### config.mk
export PLATFORM = sky130hd
export DESIGN_NAME = nva_back
export DESIGN_NICKNAME = d
export VERILOG_FILES = /design/src/hw/rtl/nva_pkg.sv /design/src/hw/rtl/nva_back.sv
export SDC_FILE = /design/constraint.sdc
export NUM_CORES = 1
export LEC_CHECK = 0
export ABC_AREA = 1
export BUFFER_PORTS_ARGS = -buffer_cell sky130_fd_sc_hd__buf_2
export CORE_MARGIN = 2
export CORE_UTILIZATION = 54
export CTS_CLUSTER_SIZE = 30
export DETAILED_ROUTE_END_ITERATION = 7
export MAX_ROUTING_LAYER = met4
export PLACE_DENSITY = 0.71
export REMOVE_ABC_BUFFERS = 1
export SYNTH_ARGS = -nofsm -noshare
export SYNTH_HDL_FRONTEND = slang
export SYNTH_SLANG_ARGS = --single-unit
export TNS_END_PERCENT = 100
### constraint.sdc
create_clock -name clk -period 8.9 [get_ports clk]
set_input_delay 0.445 -clock clk [delete_from_list [all_inputs] [get_ports clk]]
set_output_delay 0.445 -clock clk [all_outputs]
set_load 0.02 [all_outputs]
### src/hw/rtl/nva_pkg.sv
// Shared types, widths and constants for the nearest-vector answer checker.
`default_nettype none
package nva_pkg;

  // Default sizes handed to the top-level parameters
  localparam int unsigned MAX_QUERIES_DEF = 1024;
  localparam int unsigned DB_CAPACITY_DEF = 131072;

  // Field and state widths
  localparam int unsigned ELEM_W     = 16;
  localparam int unsigned INDEX_W    = 18;
  localparam int unsigned COUNT_W    = 11;
  localparam int unsigned DBSIZE_W   = 18;
  localparam int unsigned MEAN_W     = 20;
  localparam int unsigned PROD_W     = 2 * ELEM_W;
  localparam int unsigned SQSUM_W    = 40;
  localparam int unsigned ROOT_W     = SQSUM_W / 2;
  localparam int unsigned DSUM_W     = 31;
  localparam int unsigned CFG_IDX_W  = 2;
  localparam int unsigned CFG_DATA_W = 20;

  // Entries of the vector queue between front and back
  localparam int unsigned QUEUE_DEPTH = 4;

  // Register reset values
  localparam logic [COUNT_W-1:0]  EXPECTED_COUNT_RST = 11'd1;
  localparam logic [DBSIZE_W-1:0] DB_ENTRIES_RST     = 18'd100000;
  localparam logic [MEAN_W-1:0]   MAX_MEAN_RST       = 20'd393216;

  // Configuration register indexes
  typedef enum logic [CFG_IDX_W-1:0] {
    CFG_EXPECTED_COUNT = 2'd0,
    CFG_DB_ENTRIES     = 2'd1,
    CFG_MAX_MEAN       = 2'd2
  } cfg_reg_t;

  // Result codes
  typedef enum logic [1:0] {
    ST_VALID = 2'd0,
    ST_COUNT = 2'd1,
    ST_INDEX = 2'd2,
    ST_MEAN  = 2'd3
  } status_t;

  // Back-end sequencer states
  typedef enum logic [2:0] {
    B_IDLE,
    B_ROOT,
    B_SUM,
    B_MUL,
    B_CMP
  } back_state_t;

  // One finished vector handed from front to back
  typedef struct packed {
    logic [SQSUM_W-1:0] square_sum;
    logic               fault;
    logic               set_end;
  } vec_entry_t;

  // Queue fill flags
  typedef struct packed {
    logic full;
    logic empty;
  } q_stat_t;

endpackage
`default_nettype wire

### src/hw/rtl/nva_back.sv
// Back end: bit-serial square root, distance sum, query count and status decision.
`default_nettype none
module nva_back #(
  parameter int unsigned MAX_QUERIES = nva_pkg::MAX_QUERIES_DEF
) (
  input  wire logic                         clk,
  input  wire logic                         rst_n,
  input  wire nva_pkg::vec_entry_t          head,
  input  wire nva_pkg::q_stat_t             q_stat,
  output logic                              pop,
  input  wire logic [nva_pkg::COUNT_W-1:0]  expected_count,
  input  wire logic [nva_pkg::MEAN_W-1:0]   max_mean_distance,
  output logic                              out_valid,
  input  wire logic                         out_ready,
  output nva_pkg::status_t                  status
);
  import nva_pkg::*;

  localparam int unsigned QW     = $clog2(MAX_QUERIES + 2);
  localparam int unsigned STEP_W = $clog2(ROOT_W);
  localparam int unsigned REM_W  = ROOT_W + 2;

  back_state_t          state_r, state_nxt;
  logic [SQSUM_W-1:0]   rad_r;
  logic [REM_W-1:0]     rem_r;
  logic [ROOT_W-1:0]    root_r;
  logic [STEP_W-1:0]    step_r;
  logic                 set_end_r, fault_r;
  logic [DSUM_W-1:0]    dsum_r;
  logic [QW-1:0]        qseen_r;
  logic [DSUM_W-1:0]    bound_r;
  logic                 out_valid_r;
  status_t              out_status_r;

  logic                 root_step, acc_step, mul_step, emit, last_step;
  logic [REM_W+1:0]     rem_sh, trial;
  logic                 ge;
  logic [DSUM_W:0]      dsum_wide;
  status_t              status_nxt;

  assign last_step = (step_r == STEP_W'(ROOT_W - 1));

  // Next state
  always_comb begin
    state_nxt = state_r;
    unique case (state_r)
      B_IDLE:  if (!q_stat.empty) state_nxt = B_ROOT;
      B_ROOT:  if (last_step) state_nxt = B_SUM;
      B_SUM:   state_nxt = set_end_r ? B_MUL : B_IDLE;
      B_MUL:   state_nxt = B_CMP;
      B_CMP:   if (!out_valid_r || out_ready) state_nxt = B_IDLE;
      default: state_nxt = B_IDLE;
    endcase
  end

  // State outputs
  always_comb begin
    pop       = 1'b0;
    root_step = 1'b0;
    acc_step  = 1'b0;
    mul_step  = 1'b0;
    emit      = 1'b0;
    unique case (state_r)
      B_IDLE:  pop       = !q_stat.empty;
      B_ROOT:  root_step = 1'b1;
      B_SUM:   acc_step  = 1'b1;
      B_MUL:   mul_step  = 1'b1;
      B_CMP:   emit      = !out_valid_r || out_ready;
      default: pop       = 1'b0;
    endcase
  end

  // One root bit per cycle: bring down two radicand bits, try subtracting
  assign rem_sh = {rem_r, rad_r[SQSUM_W-1 -: 2]};
  assign trial  = {2'b00, root_r, 2'b01};
  assign ge     = (rem_sh >= trial);

  // Saturating distance sum
  assign dsum_wide = {1'b0, dsum_r} + (DSUM_W + 1)'(root_r);

  // Status priority: count, then index, then mean
  always_comb begin
    if (32'(qseen_r) != 32'(expected_count)) status_nxt = ST_COUNT;
    else if (fault_r)                        status_nxt = ST_INDEX;
    else if (dsum_r > bound_r)               status_nxt = ST_MEAN;
    else                                     status_nxt = ST_VALID;
  end

  // Control registers
  always_ff @(posedge clk) begin
    if (!rst_n) begin
      state_r     <= B_IDLE;
      step_r      <= '0;
      dsum_r      <= '0;
      qseen_r     <= '0;
      fault_r     <= 1'b0;
      out_valid_r <= 1'b0;
    end else begin
      state_r <= state_nxt;
      if (pop) begin
        step_r  <= '0;
        fault_r <= fault_r | head.fault;
      end else if (root_step) begin
        step_r <= step_r + 1'b1;
      end
      if (acc_step) begin
        dsum_r <= dsum_wide[DSUM_W] ? {DSUM_W{1'b1}} : dsum_wide[DSUM_W-1:0];
        if (qseen_r < QW'(MAX_QUERIES + 1)) qseen_r <= qseen_r + 1'b1;
      end
      if (emit) begin
        out_valid_r <= 1'b1;
        dsum_r      <= '0;
        qseen_r     <= '0;
        fault_r     <= 1'b0;
      end else if (out_ready) begin
        out_valid_r <= 1'b0;
      end
    end
  end

  // Datapath registers
  always_ff @(posedge clk) begin
    if (pop) begin
      rad_r     <= head.square_sum;
      rem_r     <= '0;
      root_r    <= '0;
      set_end_r <= head.set_end;
    end else if (root_step) begin
      rad_r  <= {rad_r[SQSUM_W-3:0], 2'b00};
      rem_r  <= ge ? REM_W'(rem_sh - trial) : REM_W'(rem_sh);
      root_r <= {root_r[ROOT_W-2:0], ge};
    end
    // Limit times count fits in the distance-sum width
    if (mul_step) bound_r <= DSUM_W'(max_mean_distance) * DSUM_W'(expected_count);
    if (emit)     out_status_r <= status_nxt;
  end

  assign out_valid = out_valid_r;
  assign status    = out_status_r;

endmodule
`default_nettype wire

==> results of run 1 <==
## sequential cells by signal (all words and copies together) (netlist names)
signal	count
set_end_r	1
step_r	5
root_r	20
rad_r	40
out_valid	1
qseen_r	11
rem_r	22
dsum_r	31
status	2
state_r	3
bound_r	31
fault_r	1
## layout make-up
| class | count | area (um^2) | area share |
|---|---|---|---|
| clock inverters | 15 | 235 | 0.0121 |
| clock buffers | 17 | 425 | 0.0218 |
| repair buffers | 83 | 423 | 0.0217 |
| well taps | 448 | 561 | 0.0288 |
| multi-input cells | 1762 | 11700 | 0.598 |
| inverters | 553 | 2080 | 0.107 |
| flip-flops and latches | 168 | 4100 | 0.211 |
## synthesized netlist by cell type (3+ instances only)
cell type | count | area [um^2]
a21boi_0 | 4 | 30.0
a21o_1 | 5 | 37.5
a21oi_1 | 93 | 465
a21oi_4 | 10 | 163
a31oi_1 | 3 | 18.8
buf_2 | 6 | 30.0
buf_4 | 3 | 22.5
clkbuf_1 | 61 | 229
dfxtp_1 | 94 | 1880
edfxtp_1 | 74 | 2220
fa_1 | 162 | 3240
ha_1 | 144 | 1800
inv_1 | 546 | 2050
inv_2 | 6 | 22.5
nand2_1 | 852 | 3200
nand2_2 | 5 | 31.3
nand2_4 | 3 | 33.8
nand3_1 | 83 | 415
nand3b_1 | 8 | 60.1
nand4_1 | 29 | 181
nor2_1 | 162 | 608
nor2_2 | 3 | 18.8
nor3_1 | 23 | 115
nor4_1 | 5 | 31.3
o21a_1 | 3 | 22.5
o21ai_0 | 46 | 230
o21ai_1 | 12 | 60.1
o21bai_1 | 7 | 52.6
o22ai_1 | 19 | 119
or2_2 | 5 | 31.3
xnor2_1 | 26 | 228
xor2_1 | 37 | 324
## metal layers
| metal | wire, um | GRT usage | up-vias |
|---|---|---|---|
| li1 | - | - | 7793 |
| met1 | 18700 | 0.320 | 7308 |
| met2 | 20400 | 0.437 | 354 |
| met3 | 1630 | 0.0261 | 66 |
| met4 | 976 | 0.0721 | 0 |
| met5 | 0 | - | - |
## power by group
part	switching [mW]	total [mW]	internal, mW
combinational	2.83	4.35	1.52
sequential	0.0967	1.29	1.19
clock	0.335	0.839	0.504
## critical path, stage by stage
cell	delay (ps)
buf_2	410
nand2_1	150
fa_1	560
inv_1	50
fa_1	460
fa_1	510
fa_1	540
inv_1	50
fa_1	540
inv_1	50
ha_1	370
nand2_1	100
nand2_1	90
a21oi_1	280
nor2_1	80
nor2_1	190
nor2_1	100
nor2_1	120
nand2_1	70
nand2_1	60
nand2_1	50
## through the flow
stage	utilization	hold slack (ps)	cells	power [mW]
2_1_floorplan	-	426	2483	4.56
3_3_place_gp	0.566	438	3014	5.53
3_5_place_dp	0.566	442	3014	5.61
4_1_cts	0.585	163	3046	6.48
5_1_grt	0.585	167	3046	7.20
6_report	0.585	180	3046	6.47
## path summary, 6_finish.rpt
kind / slack [ps] / to
setup reg to reg: 5610 / root_r[0]
hold / removal: 180 / set_end_r
hold reg to reg: 460 / rem_r[20]
setup / recovery: 3790 / bound_r[28]
## cells by family (layout without fill, tap and decap cells)
kind of cell,count (synthesis),after routing,share of synthesized area
adders and majority gates,306,306,0.278
DFF,168,168,0.226
xor gates and xnor gates,63,63,0.0304
and+or+nand+nor,1188,1188,0.266
AOI/OAI and AO/OA,205,205,0.0673
buffers and inverters,627,668,0.133
==> metrics.txt, run 1 <==
drt pass-1 iters 5; Post-CTS Setup Bufs 0; Die X 187 um; Max-Cap Viols 0; share of cells above drive strength 1 0.0612; WS Path Type input pin to flop; fillers 3206; vias in the first global route 15500; period utilisation layout 0.575; Worst-Margin Slew 1200 ps; DRC 0; clock tree buffer depth 2; Hold Startpoint head[0]; post-synthesis cell type count 47; CTS Buf Count 17; Fin Setup TNS 0 ps; Mapped Cells 2557; Post-synth ARST share 0; Max Clock Freq 0.196 GHz; Leak Pwr 10.6 nW; antenna viol nets, final 0; GRT Residual Overflow 0; Core Region 33300 um^2; post-cts sizing count 0; hold buffer count at CTS 0; Yosys reg bits 168; final setup violating endpoints 0; Syn Std Cell Area 18200 um^2; num rows 67; Clock Latency Late Sink 440 ps; Global Route Usage Sum 0.254; total detailed-routing wirelength 41.7 mm; Synth Flop Type dfxtp_1; Clock Pin Slew Worst Setup and Hold Paths 70 ps; status finished, final reports clean; Syn Area/Cell 7.10 um^2; DRT iter0 DRCs 767; Worst Setup End Kind flop; Worst Skew 7.69 ps; HPWL reported at the end of detailed placement 33.1 mm; initial antenna violation count 0; WHS Path Cells 1; PD cells 332 nW/um^2; ant diodes 0; crit path DAT 5300 ps; Critical Path Source expected_count[7]; nets 2969; most frequent cells in the layout nand2_1, inv_1, fa_1, nor2_1, ha_1; initial core utilization 0.546; Chip Height 187 um; Worst IR Drop VDD 0.191 mV; CTS tree done; r2r startpoint root_r[1]; CP required 9090 ps; reg2reg path depth 12; Die Area 35100 um^2; Startpoint Class input pin; Tightest Hold Check Type input pin to flop; commonest non-fill, non-tap cell in the layout nand2_1; first-pass GRT wire length 72.1 mm; Wirelength per Cell 13.7 um; Ports 82; slew margin rel. 0.196; Slew Viols, Final 0; vias post-DR 15500; GPL Wtd Cong 0.967; Via density 5.10; Crit Path Max Fanout 21; Post-Layout Inst Area 19500 um^2; final-report hold violation count 0; DP Area 18800 um^2; P&R area growth vs syn 7.30%; PortBufs 80; share of the yosys chip area belonging to registers 0.226; minimum clock period after layout 5110 ps; worst slack, placed 3370 ps; htree depth 4; CTS Sinks 168; number of flops mapped to enable cells by yosys 74; root buf cell clkbuf_16; largest net degree at the start of global routing 61; PnR worst setup slack 3790 ps; RSZ-0062 raised after global routing false; Ys Warns 0
Power figures use the tool's default switching activity.
==> run 2: changes to the inputs <==
--- a/config.mk
+++ b/config.mk
@@ -12,7 +12,7 @@
 export CTS_CLUSTER_SIZE = 30
 export DETAILED_ROUTE_END_ITERATION = 7
 export MAX_ROUTING_LAYER = met4
-export PLACE_DENSITY = 0.71
+export PLACE_DENSITY = 0.74
 export REMOVE_ABC_BUFFERS = 1
 export SYNTH_ARGS = -nofsm -noshare
 export SYNTH_HDL_FRONTEND = slang
==> constraint.sdc (replaced) <==
create_clock -name clk -period 4.3 [get_ports clk]
set_input_delay 0.215 -clock clk [delete_from_list [all_inputs] [get_ports clk]]
set_output_delay 0.215 -clock clk [all_outputs]
set_load 0.02 [all_outputs]
==> metrics.txt, run 2 (synthesis gave the netlist of run 1 again) <==
PD cells 822 nW/um^2; minimum clock period after layout 4220 ps; Core Region 33300 um^2; Worst Skew 12.7 ps; number of flip-flops in the largest register 40; CTS Buf Count 17; final setup violating endpoints 0; most frequent cells in the layout nand2_1, inv_1, fa_1, nor2_1, buf_4; largest reg by FF count rad_r; CTS tree done; initial core utilization 0.546; root buf cell clkbuf_16; Die Area 35100 um^2; final-report hold violation count 0; Worst Setup End Kind flop; r2r startpoint root_r[1]; clock tree buffer depth 2; commonest non-fill, non-tap cell in the layout nand2_1; GPL Wtd Cong 0.950; vias in the first global route 16400; crit path DAT 4420 ps; num rows 67; fillers 2824; slew margin rel. 0.205; top flop regs rad_r (40), bound_r (31), dsum_r (31); status finished, final reports clean; Fin Setup TNS 0 ps; first-pass GRT wire length 76.1 mm; Ports 82; period utilisation layout 0.982; vias post-DR 16200; Slew Viols, Final 0; Clock Latency Late Sink 450 ps; Crit Path Max Fanout 8; Wirelength per Cell 14.3 um; share of cells above drive strength 1 0.164; CP required 4490 ps; DRT iter0 DRCs 980; antenna viol nets, final 0; htree depth 4; Leak Pwr 11.4 nW; drt pass-1 iters 7; WS Path Type input pin to flop; HPWL reported at the end of detailed placement 35.5 mm; Post-Layout Inst Area 21500 um^2; PortBufs 80; RSZ-0062 raised after global routing true; initial antenna violation count 0; GRT Residual Overflow 0; CTS Sinks 168; final core utilization 0.645; Worst setup endpoint bound_r[23]; Max Clock Freq 0.237 GHz; reg2reg path depth 12; Tightest Hold Check Type input pin to flop; FF-to-FF End root_r[0]; Die X 187 um; Worst-Margin Slew 1190 ps; Worst IR Drop VDD 0.696 mV; Startpoint Class input pin; Clock Pin Slew Worst Setup and Hold Paths 70 ps; DP Area 19800 um^2; R2R Setup Slk 950 ps; P&R area growth vs syn 18.2%; DRC 0; Global Route Usage Sum 0.270; Max-Cap Viols 0; total detailed-routing wirelength 45.3 mm; largest net degree at the start of global routing 61; Hold Worst Slack 28.4 ps; Via density 5.11; Critical Path Source max_mean_distance[10]; Chip Height 187 um; nets 3100; ant diodes 0
-- run 2: cell count changes in the layout (fill, tap and decap cells not counted), moves of 18 or more --
cell,previous run,this run
buf_2,80,56
buf_4,3,126
ha_1,144,125
inv_1,545,527
inv_2,7,25
nand2_1,852,812
nand2_2,5,38
nor2_1,160,133
-- run 2: worst min-delay path by stage --
stage / start / to / slack [ps] / depth (start not counted)
floorplan: head[0] / set_end_r / 310 / 0
global placement: head[0] / set_end_r / 390 / 1
detailed placement: head[0] / set_end_r / 400 / 1
CTS: head[1] / fault_r / 10 / 3
global route: head[38] / rad_r[36] / 40 / 3
finish: head[1] / fault_r / 30 / 3
-- run 2: area by class of cell --
cell class              instances  area, um^2  area share
repair buffers                214        1700      0.0790
clock buffers                  18         429      0.0200
multi-input cells            1762       12400       0.579
inverters                     553        2080      0.0968
well taps                     448         561      0.0261
flip-flops and latches        168        4100       0.191
clock inverters                14         159     0.00740
-- run 2: power breakdown --
part	switching [mW]	internal [mW]	leakage, nW
clock	0.748	0.828	0.290
combinational	7.64	5.77	9.66
sequential	0.200	2.46	1.47
-- run 2: critical path: stages --
cell	delay [ps]
buf_6	120
buf_6	120
nand2_2	50
fa_1	510
fa_2	540
inv_1	60
fa_2	470
fa_1	540
inv_1	50
fa_1	520
inv_1	60
ha_4	250
a21o_4	230
a21oi_4	220
nand2_2	110
nand2_1	80
nand4_1	110
xor2_1	160
-- run 2: per-stage QoR --
stage               cells  setup WS [ps]  power [mW]
floorplan            2483           -245        9.44
global placement     3135           -746        13.0
detailed placement   3135           -788        13.2
CTS                  3170           9.39        15.7
global route         3177          -25.8        19.2
finish               3177           75.7        17.6
-- run 2: metal layers --
layer / vias up / share of wire / global-route usage
met5: - / 0 / -
met4: 0 / 0.025 / 0.0742
met3: 88 / 0.039 / 0.0248
met2: 398 / 0.50 / 0.480
met1: 7654 / 0.43 / 0.328
li1: 8090 / - / -
-- run 2: what timing repair did --
item                       CTS  global route
resized for setup           72           195
hold endpoints to repair     1             0
hold buffers                 1             0
gates cloned                 1             1
buffers inserted             1             6
pin swaps                   30           116
setup endpoints to repair   19            21
==> run 3: changes to the inputs <==
--- a/config.mk
+++ b/config.mk
@@ -7,12 +7,15 @@
 export LEC_CHECK = 0
 export ABC_AREA = 1
 export BUFFER_PORTS_ARGS = -buffer_cell sky130_fd_sc_hd__buf_2
+export CELL_PAD_IN_SITES_DETAIL_PLACEMENT = 0
+export CELL_PAD_IN_SITES_GLOBAL_PLACEMENT = 2
+export CORE_ASPECT_RATIO = 1.25
 export CORE_MARGIN = 2
-export CORE_UTILIZATION = 54
+export CORE_UTILIZATION = 33
 export CTS_CLUSTER_SIZE = 30
 export DETAILED_ROUTE_END_ITERATION = 7
 export MAX_ROUTING_LAYER = met4
-export PLACE_DENSITY = 0.74
+export PLACE_DENSITY_LB_ADDON = 0.1
 export REMOVE_ABC_BUFFERS = 1
 export SYNTH_ARGS = -nofsm -noshare
 export SYNTH_HDL_FRONTEND = slang
==> metrics.txt, run 3 (synthesis gave the netlist of run 1 again) <==
status finished, final reports clean; vias post-DR 16000; Final Total Pwr 18.4 mW; Worst Setup End Kind flop; period utilisation layout 0.982; WS Path Type input pin to flop; P&R area growth vs syn 22.5%; number of flip-flops in the largest register 40; Via density 4.59; PD cells 828 nW/um^2; total detailed-routing wirelength 53.8 mm; clock tree buffer depth 2; CTS tree done; Clock Latency Late Sink 460 ps; Reg area 4100 um^2; antenna viol nets, final 0; nets 3134; PnR worst setup slack 79.5 ps; Post-Layout Inst Area 22200 um^2; RSZ-0062 raised after global routing true; DRT iter0 DRCs 603; minimum clock period after layout 4220 ps; top flop regs rad_r (40), bound_r (31), dsum_r (31); final-report hold violation count 0; slew margin rel. 0.287; Tightest Hold Check Type input pin to flop; final core utilization 0.407; Fin Setup TNS 0 ps; Core Region 54700 um^2; Leak Pwr 11.7 nW; first-pass GRT wire length 86.0 mm; Max-Cap Viols 0; Placed Cells 3445; GRT Residual Overflow 0; initial core utilization 0.332; num rows 96; Die X 214 um; crit path DAT 4440 ps; Worst Skew 10.3 ps; Die Area 56900 um^2; GPL Wtd Cong 0.850; HPWL reported at the end of detailed placement 44.6 mm; commonest non-fill, non-tap cell in the layout nand2_1; final std cells w/o fill 3498; DP Area 20300 um^2; root buf cell clkbuf_16; Chip Height 266 um; ant diodes 0; Worst IR Drop VDD 0.545 mV; Ports 82; Max Clock Freq 0.237 GHz; Startpoint Class input pin; Worst-Margin Slew 1070 ps; fillers 5838; CTS Sinks 168; Wirelength per Cell 15.4 um; DRC 0; share of cells above drive strength 1 0.181; Slew Viols, Final 0; reg2reg path depth 15; Global Route Usage Sum 0.199; final setup violating endpoints 0; multi-input logic area 12500 um^2; most frequent cells in the layout nand2_1, inv_1, buf_4, fa_1, nor2_1; htree depth 4; initial antenna violation count 0; CP required 4520 ps; largest net degree at the start of global routing 44; Hold Worst Slack 24.4 ps; Clock Pin Slew Worst Setup and Hold Paths 80 ps; WHS Path Cells 3; vias in the first global route 17000; largest reg by FF count rad_r; CTS Buf Count 17; PortBufs 80; drt pass-1 iters 5; worst slack, placed -1020 ps; Crit Path Max Fanout 6
-- run 3: where the power goes --
group	total [mW]	leakage [nW]	internal (mW)	switching (mW)
Combinational	14.1	9.90	6.19	7.95
Clock	1.62	0.301	0.803	0.813
Sequential	2.66	1.47	2.46	0.204
-- run 3: area by class of cell --
cell class	count	area share
clock buffers	17	0.0191
clock inverters	15	0.00883
inverters	553	0.0935
multi-input cells	1762	0.562
flip-flops and latches	168	0.184
well taps	735	0.0413
repair buffers	248	0.0912
-- run 3: worst paths after layout --
path                      from     endpoint  slack [ps]
min reg2reg          rem_r[21]    rem_r[21]         450
min                   head[37]    rad_r[35]          20
max reg2reg          root_r[1]     rem_r[0]        1570
max          expected_count[4]  bound_r[23]          80
-- run 3: critical path, cell delays in order --
cell and delay [ps]:
buf_8 100, clkbuf_16 160, nand2_2 60, fa_1 530
inv_1 50, fa_2 520, fa_2 440, fa_1 540
inv_1 50, fa_2 520, inv_2 40, ha_4 300
nand2_4 80, nor2_4 130, inv_2 70, nor3_4 180
buf_4 160, nand3_1 90, nand4_1 120, xor2_1 80
-- run 3: timing repair --
item | in CTS | in global routing
hold endpoints to repair | 5 | 0
hold buffers | 5 | 0
resized for setup | 95 | 223
buffers inserted | 3 | 11
endpoints found under the setup margin | 20 | 20
pin swaps | 26 | 143
cloned | 0 | 3
-- run 3: layer usage --
| layer | routed length, um | global-route usage | share of wire | vias up |
|---|---|---|---|---|
| met2 | 30200 | 0.389 | 0.56 | 164 |
| met1 | 21100 | 0.204 | 0.39 | 7645 |
| met3 | 879 | 0.0190 | 0.016 | 77 |
| met4 | 1680 | 0.0651 | 0.031 | 0 |
| li1 | - | - | - | 8153 |
| met5 | 0 | - | 0 | - |
